$ cat config.mk
export PLATFORM = sky130hd
export DESIGN_NAME = gtc_cfg_regs
export DESIGN_NICKNAME = d
export VERILOG_FILES = /design/src/design/gtc_pkg.sv /design/src/design/gtc_cfg_regs.sv
export SDC_FILE = /design/constraint.sdc
export NUM_CORES = 1
export LEC_CHECK = 0
export ABC_AREA = 1
export BUFFER_PORTS_ARGS = -buffer_cell sky130_fd_sc_hd__buf_2
export CORE_MARGIN = 8
export CORE_UTILIZATION = 37
export DETAILED_ROUTE_END_ITERATION = 16
export PLACE_DENSITY = 0.82
export SETUP_SLACK_MARGIN = 0.15
export SKIP_CTS_REPAIR_TIMING = 1
export SLEW_MARGIN = 30
export SYNTH_ARGS = -nofsm -noshare
export SYNTH_HDL_FRONTEND = slang
export SYNTH_SLANG_ARGS = --single-unit
$ cat constraint.sdc
create_clock -name clk -period 1 [get_ports clk]
set_input_delay 0.2 -clock clk [delete_from_list [all_inputs] [get_ports clk]]
set_output_delay 0.2 -clock clk [all_outputs]
set_load 0.03 [all_outputs]
$ cat src/design/gtc_pkg.sv
// ----------------------------------------------------------------------------
// gtc_pkg
// Shared types and constants of the packed genotype range counter: item
// operation codes, register indexes, the configuration bundle and the packing
// of sixteen 2-bit genotypes in one word.
// ----------------------------------------------------------------------------
package gtc_pkg;

	// Item operation codes (carried in s_tuser)
	localparam logic [1:0] OP_CLEAR = 2'd0;
	localparam logic [1:0] OP_ACCUM = 2'd1;
	localparam logic [1:0] OP_READ  = 2'd2;

	// Register indexes (byte address 4*index)
	localparam logic [1:0] REG_LOWER  = 2'd0;
	localparam logic [1:0] REG_UPPER  = 2'd1;
	localparam logic [1:0] REG_FIELDS = 2'd2;

	localparam int APB_ADDR_W = 4;
	localparam int APB_DATA_W = 32;

	// Word packing: field 0 of a word sits in bits 31:30
	localparam int PAIRS_PER_WORD = 16;
	localparam int PAIR_W         = 2;
	localparam int TOP_PAIR_SHIFT = 30;
	localparam int LANE_W         = 4;
	localparam int WIDX_W         = 8;
	localparam int FIELD_W        = 12;
	localparam int WORD_W         = 32;
	localparam int OUT_COUNT_W    = 16;

	// Reset values of the registers
	localparam logic [1:0]  LOWER_RST  = 2'd0;
	localparam logic [2:0]  UPPER_RST  = 3'd4;
	localparam logic [12:0] FIELDS_RST = 13'd4096;

	typedef struct packed {
		logic [1:0]  lower_bound;
		logic [2:0]  upper_bound;
		logic [12:0] field_count;
	} cfg_t;

endpackage

$ cat src/design/gtc_cfg_regs.sv
// ----------------------------------------------------------------------------
// gtc_cfg_regs
// APB register file: count bounds and number of fields in use.
// ----------------------------------------------------------------------------
module gtc_cfg_regs (
	input  logic                               clk,
	input  logic                               arst_n,
	input  logic                               psel,
	input  logic                               penable,
	input  logic                               pwrite,
	input  logic [gtc_pkg::APB_ADDR_W-1:0]     paddr,
	input  logic [gtc_pkg::APB_DATA_W-1:0]     pwdata,
	output logic [gtc_pkg::APB_DATA_W-1:0]     prdata,
	output logic                               pready,
	output gtc_pkg::cfg_t                      cfg
);

	gtc_pkg::cfg_t cfg_q;
	logic          wr_en;
	logic [1:0]    reg_ix;

	assign pready = 1'b1;
	assign wr_en  = psel & penable & pwrite & pready;
	assign reg_ix = paddr[3:2];
	assign cfg    = cfg_q;

	// Write the addressed register at the access phase
	always_ff @(posedge clk or negedge arst_n) begin
		if (!arst_n) begin
			cfg_q.lower_bound <= gtc_pkg::LOWER_RST;
			cfg_q.upper_bound <= gtc_pkg::UPPER_RST;
			cfg_q.field_count <= gtc_pkg::FIELDS_RST;
		end else if (wr_en) begin
			case (reg_ix)
				gtc_pkg::REG_LOWER:  cfg_q.lower_bound <= pwdata[1:0];
				gtc_pkg::REG_UPPER:  cfg_q.upper_bound <= pwdata[2:0];
				gtc_pkg::REG_FIELDS: cfg_q.field_count <= pwdata[12:0];
				default: ;
			endcase
		end
	end

	// Return the addressed register, zero elsewhere
	always_comb begin
		case (reg_ix)
			gtc_pkg::REG_LOWER:  prdata = {30'd0, cfg_q.lower_bound};
			gtc_pkg::REG_UPPER:  prdata = {29'd0, cfg_q.upper_bound};
			gtc_pkg::REG_FIELDS: prdata = {19'd0, cfg_q.field_count};
			default:             prdata = '0;
		endcase
	end

endmodule

# --- Word level (Yosys, flattened, before mapping) ---
# Cells that the tools add are included.
word_totals:
  ff_bits: 18
  in_bits: 41
  wordCells: 12
classes:
  n_eq_ne: 2
  muxes: 1
  n_bitwise: 2
  n_reduce_logical: 4
ops:
  columns: ["cell", "count"]
  rows:
  - ["$pmux 13 s3", 1]
  - ["$reduce_and 2->1", 3]
  - ["$and 1x1->1", 2]
  - ["$eq 2x1->1 const B", 1]
  - ["$eq 2x2->1 const B", 1]
  - ["$logic_not 2->1", 1]

# --- Logic depth before layout (Yosys ltp) ---
logic_depth:
  depth_word: 3
  ltp_mapped: 7

# --- Worst setup path after synthesis ---
# Ideal clock, no wire load.
synth_path:
  path_kind: "register to output"
  start: "register cfg_q, in the netlist cfg[12]"
  end: "output port prdata[12] (netlist bit)"
  t_arrival_ps: 1088
  slack_ps: -288
  stages_incl_launch_ff: 3
  n_path_buf: 0
  cell_sequence: "dfstp_2 > inv_1 > nor2_1"
synth_between:
  elab_chain_len: 1
synth_rtl:
  columns: ["item", "line_no", "text"]
  rows:
  - ["start: declaration", "gtc_cfg_regs.sv:18", "gtc_pkg::cfg_t cfg_q;"]
  - ["$pmux 13 s3", "gtc_cfg_regs.sv:45", "case (reg_ix)"]
  - ["end: declaration", "gtc_cfg_regs.sv:13", "output logic [gtc_pkg::APB_DATA_W-1:0] prdata,"]
# No other way between the ends.

# --- Worst setup path in the final report ---
layout_path:
  start: "register cfg_q, in the netlist cfg[15]"
  end: "output port prdata[2] (netlist bit)"
# The elaborated chain is that of the path after synthesis.

==> summary.txt <==
Drt
  • Iteration-0 DRC Markers: 47
  • Initial DRT Pass Iterations: 4
  • Post-route DRC: 0
  • Post-DR wirelength/cell: 12.49 um
  • Via density: 4.247
  • ANT nets after route: 0
  • Final wirelength: 2.935 mm
  • Via count: 998

Layout
  • Synth-to-layout area growth: 62.41%
  • Final non-filler cell area: 0.001703 sq mm
  • Max reg flops: 18
  • Final #Nets: 246
  • Share of post-route cells with drive strength above 1: 57.35%
  • Diodes inserted: 0

Setup path
  • Critical Path RT: 0.80 ns
  • Worst Setup Start Kind: flop
  • Crit Path Class: flop to output pin
  • Worst Setup End Kind: output pin
  • Crit-path max FO: 2
  • CP arrival: 1.11 ns

Logic synthesis
  • Avg Cell Area, Syn: 7.281 sq um
  • Post-Syn Area: 0.001049 sq mm
  • Asr flop ratio synth: 100.0%
  • Seq/Total Area, Yosys: 43.20%
  • Number of distinct library cells after synthesis: 14
  • Number of synthesized flops with an enable pin: 0
  • Synth area leaders: dfrtp_1 38%, nand2_1 23%, buf_4 14%
  • Top-count cell post-synth: nand2_1
  • Ys Warns: 0
  • Most frequent cells after synthesis: 65 x nand2_1, 20 x buf_4, 16 x dfrtp_1
  • Primary FF master, synth: dfrtp_1
  • Dominant cell type by area after synthesis: dfrtp_1
  • Synth Register Bits: 18
  • Top-area cell type share of the netlist area: 38.19%
  • Cell count after synthesis: 144

Power and ir drop
  • Lkg Pwr: 0.0009039 uW
  • Maximum vdd drop: 1.155 mV
  • Pwr/cell area: 1732 mW/mm^2

Global routing
  • Initial antenna violation count: 0
  • Largest net degree at the start of global routing: 19
  • All-Layer GR Usage: 12.29%
  • Vias in the first global route: 1071
  • GR Overflow Total: 0
  • First-pass GRT wire length: 4.954 mm

Timing
  • Tcrit/Tclk final: 131.0%
  • Clock skew: 0 ns
  • Slew Limit Fails: 0
  • Hold violation total from the final report: 0
  • Min cycle time layout: 1.310 ns
  • Setup-failing EPs final: 31
  • RSZ-0062 raised after global routing: yes
  • Fmax: 763.6 MHz
  • Setup ws final: -0.3096 ns

Placed design
  • Place WS: -0.1370 ns
  • Dpl hpwl: 2.303 mm
  • IO buf count: 50
  • Cell Area, Placed: 0.001436 sq mm
  • Routability cong.: 0.8018

Clock network
  • # H-tree levels: 1
  • Total clock sinks: 18
  • CTS Buf Count: 3
  • Root buffer cell: clkbuf_4
  • CTS clk-pin slew, worst paths: 0.11 ns
  • Clock tree from TritonCTS: done
  • Worst-Skew Late Latency: 0.29 ns
  • CTS Buffer Depth: 2

Die
  • I/O pins: 92
  • Die ar.: 0.004793 sq mm
  • Die width: 69.24 um
  • Initial Utilization: 38.35%
  • Row cnt: 19
  • Core Box Area: 0.002734 sq mm
  • Die height: 69.24 um

Worst hold path
  • Worst min-delay path class: primary input to flop

Run status
  • Failing checks: setup timing
  • Status: finished with violations

Run
  • MaxCap Viol Count: 0
## per-layer routing
layer / global-route usage, % / routed length, um
met1: 13.28 / 1165
met2: 21.52 / 1556
met3: 4.435 / 188
met4: 4.100 / 25
met5: 0 / 0
## cell usage in the layout (no fill, tap or decap), types with 2 or more instances in the layout
cell type	instances
nand2_1	57
inv_1	3
nand2_2	8
inv_2	12
nand3_1	3
buf_4	7
dfstp_2	2
nand2_4	2
nand3_4	2
dfrtp_2	15
buf_2	19
clkbuf_4	4
nor2_4	12
conb_1	20
nor2_1	2
buf_6	32
## cell type report
cell class	instances	area, sq um
Multi-Input combinational cell	106	554.3
Inverter	15	56.30
Clock buffer	4	36.28
Sequential cell	18	471.7
Tap cell	31	38.79
Timing Repair Buffer	61	545.5
Fill cell	257	1031
## logic make-up (layout without fill, tap and decap cells)
group	after synthesis	after routing	synth area share, %
buffers and inverters	38	80	22.31
flip-flops	18	18	43.20
AND/OR/NAND/NOR	86	86	33.77
other	2	20	0.7163
## stage by stage
step                hold WS, ns  total power (uW)  util, %  std cells  setup TNS [ns]
finish                  0.09579              2949    62.29        235          -4.409
global route            0.08522              3133    62.29        235          -5.744
global placement         0.1546              2167    52.54        227          -1.690
detailed placement       0.1579              2193    52.54        227          -1.997
floorplan              -0.09559              1929        -        162        -0.07413
CTS                     -0.1769              2655    53.87        231          -5.564
## path summary, 6_finish.rpt
check / startpoint / endpoint / slack, ns / cells after the start
hold reg to reg: cfg[12] / cfg[12] / 0.50 / 2
min in group asynchronous: arst_n / cfg[17] / 0.36 / 2
max in group asynchronous: arst_n / cfg[12] / 0.31 / 2
setup / recovery: cfg[15] / prdata[2] / -0.31 / 3
hold / removal: pwdata[6] / cfg[6] / 0.1 / 3
setup reg to reg: cfg[15] / cfg[15] / 0.18 / 3
## power by group
part / internal, uW / switching [uW] / total (uW) / leakage (uW)
clock: 222 / 236 / 458 / 0.0000210
combinational: 567 / 850 / 1420 / 0.000678
sequential: 913 / 161 / 1070 / 0.000205
## critical path: stages (launching register included)
cell and delay (ns):
dfstp_2 0.57, nand2_2 0.07, nand2_4 0.06, buf_6 0.12
No activity file was read; power rests on OpenSTA's default activity.
