[config.mk]
export PLATFORM = sky130hd
export DESIGN_NAME = gtc_row_update
export DESIGN_NICKNAME = d
export VERILOG_FILES = /design/src/design/gtc_pkg.sv /design/src/design/gtc_row_update.sv
export SDC_FILE = /design/constraint.sdc
export NUM_CORES = 1
export LEC_CHECK = 0
export ABC_AREA = 0
export BUFFER_PORTS_ARGS = -buffer_cell sky130_fd_sc_hd__buf_2
export CORE_AREA = 2 2 223 225
export DETAILED_ROUTE_END_ITERATION = 10
export DIE_AREA = 0 0 225 227
export PLACE_DENSITY = 0.43
export RECOVER_POWER = 50
export SYNTH_ARGS = -nofsm -noshare
export SYNTH_HDL_FRONTEND = slang
export SYNTH_SLANG_ARGS = --single-unit
[constraint.sdc]
create_clock -name vclk -period 2
set_input_delay 0.1 -clock vclk [all_inputs]
set_output_delay 0.1 -clock vclk [all_outputs]
set_load 0.02 [all_outputs]
[src/design/gtc_pkg.sv]
// ----------------------------------------------------------------------------
// gtc_pkg
// Shared types and constants of the packed genotype range counter: item
// operation codes, register indexes, the configuration bundle and the packing
// of sixteen 2-bit genotypes in one word.
// ----------------------------------------------------------------------------
package gtc_pkg;

	// Item operation codes (carried in s_tuser)
	localparam logic [1:0] OP_CLEAR = 2'd0;
	localparam logic [1:0] OP_ACCUM = 2'd1;
	localparam logic [1:0] OP_READ  = 2'd2;

	// Register indexes (byte address 4*index)
	localparam logic [1:0] REG_LOWER  = 2'd0;
	localparam logic [1:0] REG_UPPER  = 2'd1;
	localparam logic [1:0] REG_FIELDS = 2'd2;

	localparam int APB_ADDR_W = 4;
	localparam int APB_DATA_W = 32;

	// Word packing: field 0 of a word sits in bits 31:30
	localparam int PAIRS_PER_WORD = 16;
	localparam int PAIR_W         = 2;
	localparam int TOP_PAIR_SHIFT = 30;
	localparam int LANE_W         = 4;
	localparam int WIDX_W         = 8;
	localparam int FIELD_W        = 12;
	localparam int WORD_W         = 32;
	localparam int OUT_COUNT_W    = 16;

	// Reset values of the registers
	localparam logic [1:0]  LOWER_RST  = 2'd0;
	localparam logic [2:0]  UPPER_RST  = 3'd4;
	localparam logic [12:0] FIELDS_RST = 13'd4096;

	typedef struct packed {
		logic [1:0]  lower_bound;
		logic [2:0]  upper_bound;
		logic [12:0] field_count;
	} cfg_t;

endpackage

[src/design/gtc_row_update.sv]
// ----------------------------------------------------------------------------
// gtc_row_update
// Applies one packed genotype word to a row of sixteen saturating counters.
// ----------------------------------------------------------------------------
module gtc_row_update #(
	parameter int MAX_FIELDS = 4096,
	parameter int COUNT_BITS = 16
) (
	input  gtc_pkg::cfg_t                                          cfg,
	input  logic [gtc_pkg::WIDX_W-1:0]                             word_index,
	input  logic [gtc_pkg::WORD_W-1:0]                             packed_genotypes,
	input  logic [gtc_pkg::PAIRS_PER_WORD-1:0][COUNT_BITS-1:0]     row_in,
	output logic [gtc_pkg::PAIRS_PER_WORD-1:0][COUNT_BITS-1:0]     row_out
);

	for (genvar j = 0; j < gtc_pkg::PAIRS_PER_WORD; j++) begin : g_lane
		logic [gtc_pkg::FIELD_W-1:0] field;
		logic [gtc_pkg::PAIR_W-1:0]  geno;
		logic                        in_use;
		logic                        in_range;

		assign field    = {word_index, gtc_pkg::LANE_W'(j)};
		assign geno     = packed_genotypes[gtc_pkg::TOP_PAIR_SHIFT - 2*j +: gtc_pkg::PAIR_W];
		assign in_use   = (13'(field) < cfg.field_count) && (32'(field) < 32'(MAX_FIELDS));
		assign in_range = (geno > cfg.lower_bound) && (3'(geno) < cfg.upper_bound);

		// Count the genotype, holding at the counter's maximum
		always_comb begin
			row_out[j] = row_in[j];
			if (in_use && in_range && (row_in[j] != '1)) begin
				row_out[j] = row_in[j] + COUNT_BITS'(1);
			end
		end
	end

endmodule

* Word level (Yosys, flattened, before mapping) *
Cells that the tools add are included.

operators by class
  order comparisons = 48
  multiplexer cells = 16
  equality and inequality tests = 16
  $add $sub $neg = 16
  reductions and logical operators = 48

operator list
  operator               number
  $add 16x1->16 const B  16
  $mux 16                16
  $ne 16x16->1 const B   16
  $lt 12x13->1           16
  $logic_and 1x1->1      48
  $lt 2x3->1             16
  $gt 2x2->1             16

word-level totals
  register bits = 0
  output and inout bits = 256
  input bits = 314
  logic and storage cells = 144

* Logic depth before layout (Yosys ltp) *
  depth in word-level cells = 5
  depth in mapped cells = 11
  mapped depth without buffers = 8

* Worst setup path before layout *
No wires, ideal clock.

  path type = in2out
  start point = input port cfg[10] in the netlist's numbering
  end point = output port row_out[10] in the netlist's numbering
  arrival time = 2.237 ns
  stages on the path = 9
  path buffers = 1
  data required time = 1.900 ns
  path slack = -0.337 ns
  path through = inv_1 > ha_1 > a21oi_2 > a2bb2oi_4 > o21ai_2 > buf_6 > nor4_4 > or3b_1 > xnor2_1

RTL lines
  element          line                  text
  start, declared  gtc_row_update.sv:9   input gtc_pkg::cfg_t cfg,
  end, declared    gtc_row_update.sv:13  output logic [gtc_pkg::PAIRS_PER_WORD-1:0][COUNT_BITS-1:0] row_out

==> results.md <==
- Pins Over Slew Limit: 0
- Antenna Nets Post-Route: 0
- Layout cells sized above 1: 0.699
- Hold Fails Final Rpt: 0
- Synthesized netlist cell count: 1044
- Die Height: 227 um
- Pin count of the biggest net entering global routing: 15
- Pre-CTS setup slack: -0.873 ns
- Comb power frac: 1.000
- First-pass GRT wire length: 64300 um
- Sw frac: 0.499
- Number of flip-flops and latches: 0
- Initial antenna violation count: 14
- Maximum clock rate: 405 MHz
- Ports: 570
- Crit path launch type: primary input
- Min Tclk post-route: 2.47 ns
- Leak: 8.50 nW
- Drt pass-1 iters: 6
- Row count: 81
- Core Util, Final: 0.376
- Max_cap viols: 0
- Mapped Nets: 1431
- Remaining Overflow, GRT: 0
- Synthesized area per cell: 7.09 um2
- Slew HR: 0.515
- Unrepaired setup endpoints after global routing: true
- Synthesized area: 0.00740 mm2
- Worst slew pin tran: 0.724 ns
- Run status: finished, violations left
- Final GP Congestion: 0.893
- DIE WIDTH: 225 um
- Yosys cell types: 57
- Seq/Total Area, Yosys: 0
- Routed WL per cell: 18.0 um
- Total Nets Final: 2257
- Worst Path Arrival: 2.37 ns
- Vias: 11328
- HP Class: in2out
- Hold depth: 3
- Filler cells: 4967
- PnR worst setup slack: -0.468 ns
- Critical Path RT: 1.90 ns
- Clock buffer cells: 0
- NetSw: 2.39 mW
- Internal: 2.41 mW
- Final setup violation count: 256
- Initial Util: 0.152
- Vias in the first global route: 11332
- GRT Overall Usage: 0.158
- Clock power share: 0
- Seq pwr share: 0
- Area of the multi-input gates: 0.0106 mm2
- Kind of end point of the critical path: output port
- Worst Hold End: row_out[255]
- Initial drt markers: 321
- DP Wirelength: 37100 um
- YS warnings: 0
- Hold_sp: row_in[255]
- CTS Hold Bufs: 0
- Sequential standard cell area: 0 um2
- PD cells: 263 mW/mm2
- PortBufs: 570
- Crit Path Class: in2out
- Synth-to-Final Area Change: 146%
- Violated checks: negative setup slack
- Core box area: 0.0485 mm2
- Die area: 0.0511 mm2
- Vias per inst: 4.54
- Tcrit/Tclk final: 1.23
- WL final: 44900 um
- Worst-path maximum fanout: 7
- DRC: 0
- VDD IR-drop max: 0.151 mV
[power by group through the flow]
stage	combinational [mW]	sequential, mW	clock [mW]
6_report	4.80	0	0.000000405
5_1_grt	5.11	0	0.000000201
4_1_cts	4.26	0	0
3_5_place_dp	3.30	0	0
3_3_place_gp	3.28	0	0
2_1_floorplan	1.70	0	0
[worst max-delay path, stage by stage]
cell and delay (ns):
buf_8 0.09, inv_8 0.03, buf_12 0.13, ha_4 0.26, nor2b_4 0.13, a2bb2oi_2 0.19
o221a_4 0.25, or3b_4 0.44, buf_12 0.17, nor4_4 0.14, xor2_1 0.25, buf_4 0.19
[layout by cell type, fill, tap and decap left out, types with 6 or more instances in the layout]
cell      Yosys  routed
buf_4         0     348
buf_2        15     312
buf_6         2     161
xnor2_2       0     141
nand4_1      98      98
and3_1       66      62
nand3_4       0      52
nand2_1      80      46
ha_1         73      46
xnor2_1     188      44
nand3_1     102      39
inv_1        44      34
and4_1       35      34
nor2_1       39      28
nand2b_1     29      27
ha_4          0      27
and2_1       25      25
nor3_4        0      20
nand2_4       1      19
xor2_1       30      19
buf_12        0      19
mux2_4        0      18
nand2_2       0      15
a21oi_2       1      14
nor4_4        3      12
xor2_2        0      11
nand3_2       0      11
buf_8         0      11
nor3_1       23      10
a21oi_1      31      10
nor2b_1      17      10
a21oi_4       0       9
nor2_4        0       9
mux2_2       27       9
o211ai_1      7       7
o221ai_4      0       7
diode_2       0       6
nor2b_4       0       6
[logic make-up after synthesis]
| family | synth area share |
|---|---|
| AO/OA/AOI/OAI | 0.0859 |
| XOR/XNOR | 0.258 |
| adder cells (fa/ha/maj) | 0.123 |
| buffers and inverters | 0.0438 |
| multiplexers | 0.0424 |
| AND/OR/NAND/NOR | 0.447 |
[worst max-delay path by stage]
stage / startpoint / endpoint / slack [ns]
floorplan: cfg[17] / row_out[249] / -0.27
global placement: cfg[17] / row_out[253] / -0.90
detailed placement: cfg[17] / row_out[253] / -0.87
CTS: cfg[17] / row_out[253] / -0.48
global route: cfg[10] / row_out[253] / -0.55
finish: cfg[17] / row_out[253] / -0.47
[layout make-up]
type                            instances  area share
Antenna cell                            6    0.000824
Inverter                               44      0.0106
Multi-Input combinational cell        968       0.580
Tap cell                              622      0.0427
Timing Repair Buffer                  856       0.365
[Yosys cell counts (2+ instances only)]
| library cell | count | share of area |
|---|---|---|
| o221ai_1 | 7 | 0.0083 |
| xor2_1 | 30 | 0.035 |
| or3b_1 | 3 | 0.0036 |
| buf_2 | 15 | 0.010 |
| nand2_1 | 80 | 0.041 |
| o21a_1 | 2 | 0.0020 |
| o221ai_2 | 3 | 0.0061 |
| o21ai_0 | 5 | 0.0034 |
| buf_6 | 2 | 0.0030 |
| and3_1 | 66 | 0.056 |
| nand2b_1 | 29 | 0.025 |
| o211ai_1 | 7 | 0.0071 |
| xnor2_1 | 188 | 0.22 |
| nor2_1 | 39 | 0.020 |
| nand3b_1 | 2 | 0.0020 |
| clkbuf_1 | 15 | 0.0076 |
| mux2_2 | 27 | 0.041 |
| nor3_1 | 23 | 0.016 |
| a2bb2oi_1 | 9 | 0.011 |
| nor2b_1 | 17 | 0.014 |
| nor3_2 | 12 | 0.016 |
| nor4_1 | 11 | 0.0093 |
| or4_1 | 4 | 0.0041 |
| nand4_1 | 98 | 0.083 |
| or2_1 | 2 | 0.0017 |
| or3_1 | 4 | 0.0034 |
| a21oi_1 | 31 | 0.021 |
| nor4_4 | 3 | 0.0086 |
| nand4b_1 | 3 | 0.0036 |
| inv_1 | 44 | 0.022 |
| ha_1 | 73 | 0.12 |
| a31oi_1 | 6 | 0.0051 |
| nand3_1 | 102 | 0.069 |
| and4_1 | 35 | 0.041 |
| and2_1 | 25 | 0.021 |
[what timing repair did]
action,4_1_cts,5_1_grt
gates cloned,8,2
resized for setup,531,329
pin swaps,168,158
buffers inserted,61,44
setup endpoints to repair,256,256
[metal layers]
metal	vias to the layer above	global-route usage	wire [um]
li1	5527	-	-
met1	5383	0.174	16500
met2	346	0.313	24400
met3	60	0.0312	2790
met4	12	0.0278	1060
met5	-	0	80
[through the flow]
stage / cell area (um2) / hold slack (ns) / TNS, ns / std cells / power (mW)
6_report: 18200 / 0.510 / -74.71 / 2496 / 4.80
5_1_grt: 18200 / 0.526 / -97.22 / 2493 / 5.11
4_1_cts: 16400 / 0.501 / -72.50 / 2457 / 4.26
3_5_place_dp: 13600 / 0.507 / -134.25 / 2391 / 3.30
3_3_place_gp: 13600 / 0.505 / -131.73 / 2391 / 3.28
2_1_floorplan: 8650 / 0.278 / -4.28 / 1044 / 1.70
No activity file was read; power rests on OpenSTA's default activity.
